[config.mk]
export PLATFORM = sky130hd
export DESIGN_NAME = sip_queue
export DESIGN_NICKNAME = d
export VERILOG_FILES = /design/src/rtl/core/sip_queue.sv
export SDC_FILE = /design/constraint.sdc
export NUM_CORES = 1
export LEC_CHECK = 0
export ABC_CLOCK_PERIOD_IN_PS = 2740
export BUFFER_PORTS_ARGS = -buffer_cell sky130_fd_sc_hd__buf_2
export CORE_ASPECT_RATIO = 0.8
export CORE_MARGIN = 8
export CORE_UTILIZATION = 55
export CTS_CLUSTER_DIAMETER = 80
export DETAILED_ROUTE_END_ITERATION = 12
export GPL_ROUTABILITY_DRIVEN = 0
export HOLD_SLACK_MARGIN = 0.05
export PLACE_DENSITY = 0.77
export SYNTH_ARGS = -nofsm -noshare
export SYNTH_HDL_FRONTEND = slang
export SYNTH_SLANG_ARGS = --single-unit
[constraint.sdc]
create_clock -name clk -period 2.74 [get_ports clk]
set_clock_uncertainty 0.15 [all_clocks]
set_input_delay 0.822 -clock clk [delete_from_list [all_inputs] [get_ports clk]]
set_output_delay 0.822 -clock clk [all_outputs]
set_load 0.02 [all_outputs]
[src/rtl/core/sip_queue.sv]
// small queue between the classifier and the divider pipeline
// register array with head read; the top sets its depth from sip_pkg
module sip_queue #(
  parameter int WIDTH = 8,
  parameter int DEPTH = 4
) (
  input  logic             clk,
  input  logic             rst,
  input  logic             in_valid,
  output logic             in_ready,
  input  logic [WIDTH-1:0] in_data,
  output logic             out_valid,
  input  logic             out_ready,
  output logic [WIDTH-1:0] out_data
);

  localparam int AW = (DEPTH > 1) ? $clog2(DEPTH) : 1;
  localparam int CW = $clog2(DEPTH + 1);

  logic [WIDTH-1:0] mem [DEPTH];
  logic [AW-1:0]    wptr, rptr;
  logic [CW-1:0]    count;
  logic             push, pop;

  assign in_ready  = (count != CW'(DEPTH));
  assign out_valid = (count != '0);
  assign push      = in_valid && in_ready;
  assign pop       = out_valid && out_ready;
  assign out_data  = mem[rptr];

  // pointers and fill count
  always_ff @(posedge clk) begin
    if (rst) begin
      wptr  <= '0;
      rptr  <= '0;
      count <= '0;
    end else begin
      if (push) begin
        wptr <= (wptr == AW'(DEPTH - 1)) ? '0 : wptr + 1'b1;
      end
      if (pop) begin
        rptr <= (rptr == AW'(DEPTH - 1)) ? '0 : rptr + 1'b1;
      end
      count <= count + CW'(push) - CW'(pop);
    end
  end

  // storage
  always_ff @(posedge clk) begin
    if (push) begin
      mem[wptr] <= in_data;
    end
  end

endmodule

==> metrics.txt, run 1 <==
# TYPE chip_impl_metric gauge
chip_impl_metric{name="finalCriticalPeriod",unit="ns"} 2.582
chip_impl_metric{name="cts_resized",unit=""} 0
chip_impl_metric{name="worstPathRequired",unit="ns"} 2.80
chip_impl_metric{name="max_slew_margin",unit="%"} 75.53
chip_impl_metric{name="synth_mux_area_share",unit="%"} 11.65
chip_impl_metric{name="drt_drc_violations_left",unit=""} 0
chip_impl_metric{name="synth_async_sr_flop_share",unit="%"} 0
chip_impl_metric{name="wl_per_cell",unit="um"} 17.85
chip_impl_info{name="regToRegStartpoint",value="count[1]"} 1
chip_impl_metric{name="die_x",unit="um"} 76.92
chip_impl_info{name="worst_r2r_endpoint",value="count[2]"} 1
chip_impl_info{name="critical_path_class",value="reg -> reg"} 1
chip_impl_metric{name="design.die.area",unit="sq um"} 4979
chip_impl_metric{name="synthXorXnorAreaFrac",unit="%"} 0.5364
chip_impl_metric{name="die_h",unit="um"} 64.74
chip_impl_metric{name="placedInstanceArea",unit="sq um"} 1777
chip_impl_metric{name="port_buffers",unit=""} 21
chip_impl_metric{name="cts.htree.levels",unit=""} 2
chip_impl_metric{name="area_delta_synth_final",unit="%"} 14.56
chip_impl_metric{name="first_pass_iters",unit=""} 4
chip_impl_metric{name="initial_core_util",unit="%"} 58.60
chip_impl_metric{name="detail_route.wirelength",unit="um"} 2784
chip_impl_metric{name="final_max_slew_viol_count",unit=""} 0
chip_impl_metric{name="fin_tns_setup",unit="ns"} 0
chip_impl_metric{name="grt_max_degree",unit=""} 14
chip_impl_metric{name="synth_seq_area_share",unit="%"} 69.89
chip_impl_metric{name="synthesis.instances",unit=""} 91
chip_impl_metric{name="grt_antenna_before_repair",unit=""} 0
chip_impl_info{name="post-synth-top-area-cell",value="sky130_fd_sc_hd__edfxtp_1"} 1
chip_impl_metric{name="yosys.cell_types.count",unit=""} 26
chip_impl_metric{name="clock_path_buffers",unit=""} 2
chip_impl_info{name="synth.top_cells.by_area",value="sky130_fd_sc_hd__edfxtp_1, sky130_fd_sc_hd__dfxtp_1, sky130_fd_sc_hd__mux4_2"} 1
chip_impl_metric{name="clk_pin_slew_worst_paths",unit="ns"} 0.07
chip_impl_metric{name="rows",unit=""} 17
chip_impl_metric{name="grtUsageTotal",unit="%"} 12.29
chip_impl_metric{name="clkSinkCount",unit=""} 41
chip_impl_metric{name="synthesis.area",unit="sq um"} 1633
chip_impl_metric{name="core-area",unit="sq um"} 2786
chip_impl_metric{name="final-setup-viol-count",unit=""} 0
chip_impl_metric{name="synth_edf_count",unit=""} 32
chip_impl_metric{name="finalHoldViolCount",unit=""} 0
chip_impl_metric{name="postSynthRegisterBits",unit=""} 41
chip_impl_metric{name="max_capacitance_violation_total",unit=""} 0
chip_impl_metric{name="regToRegSetupSlack",unit="ns"} 0.16
chip_impl_metric{name="clock_insertion_delay_worst_skew",unit="ns"} 0.28
chip_impl_metric{name="finalNetCount",unit=""} 137
chip_impl_info{name="clock_tree_from_tritoncts",value="yes"} 1
chip_impl_metric{name="vdd_ir_max",unit="mV"} 0.4249
chip_impl_info{name="cts-root-buf",value="sky130_fd_sc_hd__clkbuf_8"} 1
chip_impl_metric{name="cts-hold-fix-buffers",unit=""} 0
chip_impl_metric{name="powerDensity",unit="nW/um^2"} 908.2
chip_impl_metric{name="post_cts.repair.setup_buffers",unit=""} 0
chip_impl_metric{name="worst_pin_slew",unit="ns"} 0.3666
chip_impl_metric{name="ys_warn_count",unit=""} 0
chip_impl_metric{name="antennaDiodeCount",unit=""} 0
chip_impl_info{name="min_from",value="rptr[0]"} 1
chip_impl_info{name="worst_setup_path_end_kind",value="flip-flop"} 1
chip_impl_metric{name="final_cells",unit=""} 156
chip_impl_metric{name="vias_per_cell",unit=""} 5.359
chip_impl_metric{name="layout.core_utilization",unit="%"} 67.13
chip_impl_metric{name="stdcell_area",unit="sq um"} 1871
chip_impl_metric{name="globalRoute.totalOverflow",unit=""} 0
chip_impl_metric{name="fmax",unit="MHz"} 387.3
chip_impl_info{name="rsz0062_at_grt",value="no"} 1
chip_impl_info{name="min_path_type",value="reg -> reg"} 1
chip_impl_info{name="worst_hold_path.endpoint",value="rptr[0]"} 1
chip_impl_metric{name="wire_length_of_the_first_global_routing_pass",unit="um"} 4609
chip_impl_metric{name="antenna_violating_nets_post_route",unit=""} 0
chip_impl_info{name="synth_flop_cell",value="sky130_fd_sc_hd__edfxtp_1"} 1
chip_impl_metric{name="worst-r2r-cell-count",unit=""} 10
chip_impl_metric{name="top_area_cell_type_share_of_the_netlist_area",unit="%"} 58.85
chip_impl_metric{name="synth_area_per_inst",unit="sq um"} 17.94
chip_impl_metric{name="dp.cells",unit=""} 148
chip_impl_metric{name="detailedPlacementHpwl",unit="um"} 2008
chip_impl_metric{name="synth_compound_area_share",unit="%"} 2.452
chip_impl_metric{name="worstPathArrival",unit="ns"} 2.65
chip_impl_metric{name="power.leakage",unit="nW"} 0.7055
chip_impl_metric{name="postSynthNetCount",unit=""} 111
chip_impl_metric{name="tritoncts.num_buffers",unit=""} 5
chip_impl_info{name="synth_top_family_by_area",value="multiplexers"} 1
chip_impl_metric{name="critical_path_peak_fanout",unit=""} 8
chip_impl_metric{name="hold-worst-slack",unit="ns"} 0.3490
chip_impl_info{name="run_status",value="finished, final reports clean"} 1
chip_impl_metric{name="final_cycle_share",unit="%"} 94.23
chip_impl_metric{name="post_synth_fa_ha_maj_area_fraction",unit="%"} 6.590
chip_impl_metric{name="layout_cell_share_with_drive_strength_beyond_1",unit="%"} 37.29
chip_impl_metric{name="synth-simple-area-share",unit="%"} 6.284
chip_impl_metric{name="detailedRoute.firstIterationViolations",unit=""} 49
chip_impl_metric{name="hold_path_depth",unit=""} 2
chip_impl_info{name="timing.critical_path.from_type",value="flip-flop"} 1
chip_impl_metric{name="ios",unit=""} 22
chip_impl_metric{name="first_global_vias",unit=""} 932
chip_impl_metric{name="vias",unit=""} 836
==> sequential cells by signal, indices dropped and copies added, names as in the netlist, named ones only <==
| register | flops |
|---|---|
| count | 3 |
| mem | 32 |
| rptr | 2 |
| wptr | 2 |
==> report_power, final <==
| part | internal [mW] | leakage (nW) | switching [mW] |
|---|---|---|---|
| logic | 0.216 | 0.294 | 0.268 |
| clock network | 0.204 | 0.0445 | 0.190 |
| registers | 0.768 | 0.367 | 0.0518 |
==> cell families (layout without fill, tap and decap cells) <==
logic type / count (synthesis) / after routing
AOI/OAI and AO/OA: 6 / 6
xor gates and xnor gates: 1 / 1
adders and majority gates: 8 / 8
buffers and inverters: 9 / 36
DFF: 41 / 41
muxes: 9 / 9
and+or+nand+nor: 17 / 17
==> cell usage after synthesis (2+ instances only) <==
| cell | n |
|---|---|
| sky130_fd_sc_hd__edfxtp_1 | 32 |
| sky130_fd_sc_hd__dfxtp_1 | 9 |
| sky130_fd_sc_hd__mux4_2 | 8 |
| sky130_fd_sc_hd__ha_1 | 7 |
| sky130_fd_sc_hd__inv_1 | 5 |
| sky130_fd_sc_hd__and3_2 | 4 |
| sky130_fd_sc_hd__nor2_1 | 3 |
| sky130_fd_sc_hd__a211o_1 | 2 |
| sky130_fd_sc_hd__nand2_1 | 2 |
| sky130_fd_sc_hd__o21ai_0 | 2 |
| sky130_fd_sc_hd__or3_1 | 2 |
==> worst max-delay path, cell delays in order (launching register included) <==
cell and delay (ns):
sky130_fd_sc_hd__dfxtp_1 0.37, sky130_fd_sc_hd__or3b_1 0.51, sky130_fd_sc_hd__nand2_1 0.16, sky130_fd_sc_hd__ha_1 0.25, sky130_fd_sc_hd__inv_1 0.06, sky130_fd_sc_hd__ha_1 0.13, sky130_fd_sc_hd__inv_1 0.05, sky130_fd_sc_hd__fa_1 0.38
sky130_fd_sc_hd__xor2_1 0.16, sky130_fd_sc_hd__and2_2 0.19, sky130_fd_sc_hd__nor3_1 0.11
==> worst max-delay path by stage <==
stage               from       end  slack [ns]  cells past startpoint
2_1_floorplan  out_ready  count[2]        0.23                     10
3_3_place_gp   out_ready  count[2]        0.11                     11
3_5_place_dp   out_ready  count[2]        0.07                     11
4_1_cts         count[1]  count[2]        0.15                     10
5_1_grt         count[1]  count[2]        0.03                     10
6_report        count[1]  count[2]        0.16                     10
==> through the flow <==
| step | setup WS [ns] | power [mW] |
|---|---|---|
| finish | 0.1580 | 1.699 |
| global route | 0.02512 | 1.797 |
| CTS | 0.1502 | 1.722 |
| detailed placement | 0.07390 | 1.318 |
| global placement | 0.1086 | 1.296 |
| floorplan | 0.2266 | 1.175 |
==> layout by cell type, fill, tap and decap left out, drive strengths merged <==
master and count:
a211o 2, a21oi 1, and2 1, and3 4, buf 23, clkbuf 7, clkinvlp 1, dfxtp 9
edfxtp 32, fa 1, ha 7, inv 5, mux2i 1, mux4 8, nand2 2, nand2b 1
nor2 3, nor2b 1, nor3 1, o21ai 2, o31ai 1, or3 3, or3b 1, xor2 1
==> final cells by class <==
cell class | instances | area, sq um
Sequential cell | 41 | 1141
Tap cell | 38 | 47.55
Fill cell | 196 | 915.9
Clock inverter | 1 | 7.507
Multi-Input combinational cell | 41 | 449.2
Clock buffer | 7 | 86.33
Inverter | 5 | 18.77
Timing Repair Buffer | 23 | 120.1
==> routing by layer <==
layer	share of wire, %	up-vias	GRT usage [%]
met5	0	-	0
met4	0.86	0	3.828
met3	5.5	5	5.372
met2	52	18	21.48
met1	42	415	13.23
li1	-	398	-
Power figures use the tool's default switching activity.
==> run 2: changes to the inputs <==
Settings changed: ABC_CLOCK_PERIOD_IN_PS 2740 to 2500.
Clock period 2.74 ns to 2.5 ns, I/O delays scaled along.
==> run 2 against run 1 <==
Effect of this change:
- utilization up 2.8 points
- critical path depth down 7
- sequential power up 12%
- hold slack better by 0.032 ns
- combinational power up 17%
- final area up 4.2%
- final cell count up 1.9%
- setup slack worse by 0.061 ns
- non-clock buffer count up 3
- via count up 3.5%
- largest cell class unchanged
==> metrics.txt, run 2 (synthesis results as in run 1) <==
# TYPE chip_impl_metric gauge
chip_impl_metric{name="core-area",unit="sq um"} 2786
chip_impl_metric{name="fin_tns_setup",unit="ns"} 0
chip_impl_metric{name="area_delta_synth_final",unit="%"} 19.39
chip_impl_metric{name="finalNetCount",unit=""} 140
chip_impl_metric{name="first_pass_iters",unit=""} 4
chip_impl_info{name="critical_path_class",value="reg -> out"} 1
chip_impl_metric{name="post_cts.repair.setup_buffers",unit=""} 0
chip_impl_metric{name="critical_path_peak_fanout",unit=""} 6
chip_impl_metric{name="clkSinkCount",unit=""} 41
chip_impl_info{name="clock_tree_from_tritoncts",value="yes"} 1
chip_impl_metric{name="grt_antenna_before_repair",unit=""} 0
chip_impl_metric{name="powerDensity",unit="nW/um^2"} 1026
chip_impl_metric{name="worstPathArrival",unit="ns"} 1.50
chip_impl_metric{name="max_capacitance_violation_total",unit=""} 0
chip_impl_metric{name="drt-met1-wl",unit="um"} 1120
chip_impl_metric{name="clock_insertion_delay_worst_skew",unit="ns"} 0.28
chip_impl_metric{name="multiInputGateArea",unit="sq um"} 469.2
chip_impl_metric{name="die_h",unit="um"} 64.74
chip_impl_metric{name="power.leakage",unit="nW"} 0.7392
chip_impl_metric{name="p_total",unit="mW"} 2.000
chip_impl_metric{name="max_slew_margin",unit="%"} 75.11
chip_impl_metric{name="fmax",unit="MHz"} 416.2
chip_impl_metric{name="detailedPlacementHpwl",unit="um"} 1970
chip_impl_info{name="largest_register",value="mem"} 1
chip_impl_metric{name="drt_drc_violations_left",unit=""} 0
chip_impl_metric{name="globalRoute.totalOverflow",unit=""} 0
chip_impl_metric{name="dp.cells",unit=""} 151
chip_impl_info{name="min_path_type",value="reg -> reg"} 1
chip_impl_metric{name="port_buffers",unit=""} 21
chip_impl_metric{name="design.die.area",unit="sq um"} 4979
chip_impl_info{name="mostFrequentLayoutCell",value="sky130_fd_sc_hd__edfxtp_1"} 1
chip_impl_info{name="timing.critical_path.from_type",value="flip-flop"} 1
chip_impl_info{name="top_regs",value="mem x32, count x3"} 1
chip_impl_metric{name="tritoncts.num_buffers",unit=""} 5
chip_impl_metric{name="clk_pin_slew_worst_paths",unit="ns"} 0.07
chip_impl_metric{name="final-setup-viol-count",unit=""} 0
chip_impl_metric{name="dp_worst_setup_slack",unit="ns"} -0.1625
chip_impl_metric{name="nFillCells",unit=""} 179
chip_impl_info{name="run_status",value="finished, final reports clean"} 1
chip_impl_metric{name="wl_met2",unit="um"} 1591
chip_impl_metric{name="vias_per_cell",unit=""} 5.440
chip_impl_metric{name="vias",unit=""} 865
chip_impl_metric{name="worst_pin_slew",unit="ns"} 0.3728
chip_impl_metric{name="wl_per_cell",unit="um"} 17.80
chip_impl_info{name="min_from",value="rptr[0]"} 1
chip_impl_metric{name="largest_reg_flops",unit=""} 32
chip_impl_info{name="rsz0062_at_grt",value="no"} 1
chip_impl_metric{name="rows",unit=""} 17
chip_impl_metric{name="first_global_vias",unit=""} 906
chip_impl_metric{name="wire_length_of_the_first_global_routing_pass",unit="um"} 4347
chip_impl_metric{name="grt_max_degree",unit=""} 14
chip_impl_metric{name="vdd_ir_max",unit="mV"} 0.5012
chip_impl_metric{name="cts.htree.levels",unit=""} 2
chip_impl_metric{name="final_cells",unit=""} 159
chip_impl_metric{name="final_cycle_share",unit="%"} 96.11
chip_impl_metric{name="antenna_violating_nets_post_route",unit=""} 0
chip_impl_metric{name="initial_core_util",unit="%"} 58.60
chip_impl_info{name="most-common-layout-cells",value="sky130_fd_sc_hd__edfxtp_1, sky130_fd_sc_hd__buf_2, sky130_fd_sc_hd__mux4_2"} 1
chip_impl_info{name="worst_setup_path_end_kind",value="output port"} 1
chip_impl_metric{name="layout_cell_share_with_drive_strength_beyond_1",unit="%"} 45.45
chip_impl_metric{name="clock_path_buffers",unit=""} 2
chip_impl_metric{name="worstPathRequired",unit="ns"} 1.60
chip_impl_metric{name="detailedRoute.firstIterationViolations",unit=""} 59
chip_impl_info{name="cts-root-buf",value="sky130_fd_sc_hd__clkbuf_8"} 1
chip_impl_info{name="highest_layer",value="met4"} 1
chip_impl_metric{name="die_x",unit="um"} 76.92
chip_impl_metric{name="grtUsageTotal",unit="%"} 11.50
chip_impl_metric{name="antennaDiodeCount",unit=""} 0
chip_impl_metric{name="layout_setup_ws",unit="ns"} 0.09725
chip_impl_metric{name="finalHoldViolCount",unit=""} 0
chip_impl_metric{name="detail_route.wirelength",unit="um"} 2830
chip_impl_metric{name="seq_area",unit="sq um"} 1151
chip_impl_info{name="regToRegStartpoint",value="count[2]"} 1
chip_impl_metric{name="final_max_slew_viol_count",unit=""} 0
chip_impl_metric{name="routed-wl-met3",unit="um"} 110
chip_impl_metric{name="finalCriticalPeriod",unit="ns"} 2.403
chip_impl_metric{name="ios",unit=""} 22
## run 2: changes by cell type in the layout (fill, tap and decap cells not counted), sizes merged
cell / before / now
clkinvlp: 1 / 0
clkbuf: 7 / 6
buf: 23 / 26
bufinv: 0 / 1
clkinv: 0 / 1
## run 2: worst max-delay path, cell delays in order, from the launching register on
cell                      delay (ns)
sky130_fd_sc_hd__dfxtp_2        0.40
sky130_fd_sc_hd__buf_12         0.14
sky130_fd_sc_hd__mux4_2         0.50
sky130_fd_sc_hd__buf_2          0.18
## run 2: where the power goes
| part | total [mW] | switching [mW] | internal [mW] |
|---|---|---|---|
| logic | 0.568 | 0.295 | 0.273 |
| registers | 0.922 | 0.0716 | 0.850 |
| clock network | 0.510 | 0.214 | 0.296 |
| total | 2.00 | 0.581 | 1.42 |
## run 2: layer usage
layer	vias to the layer above	GRT usage (%)
met5	-	0
met4	0	4.306
met3	2	4.683
met2	15	21.06
met1	445	11.56
li1	403	-
## run 2: repair_timing
item | CTS | global route
hold buffers | 0 | 0
pin swaps | 0 | 1
endpoints found under the hold margin | 0 | 0
endpoints found under the setup margin | 4 | 1
resized for setup | 1 | 10
## run 2: final cells by class
| cell class | instances | share of cell area, % |
|---|---|---|
| clock buffer | 6 | 3.723 |
| inverter | 5 | 0.9628 |
| timing repair buffer | 26 | 7.959 |
| clock inverter | 2 | 1.797 |
| sequential | 41 | 59.05 |
| multi-input combinational | 41 | 24.07 |
| tap | 38 | 2.439 |
## run 2: metrics by stage
step,hold slack [ns],area [sq um],util (%)
3_5_place_dp,0.3454,1812,65.02
4_1_cts,0.3519,1921,68.93
6_report,0.3810,1949,69.96
3_3_place_gp,0.3213,1812,65.02
5_1_grt,0.3977,1949,69.96
2_1_floorplan,0.3134,1633,-
## run 2: worst paths after layout
| kind | cells after the start | endpoint | slack, ns |
|---|---|---|---|
| worst max-delay path | 3 | out_data[6] | 0.1 |
| worst max register to register | 10 | count[2] | 0.15 |
| worst min register to register | 2 | flip-flop | 0.38 |
| worst min-delay path | 2 | flip-flop | 0.38 |
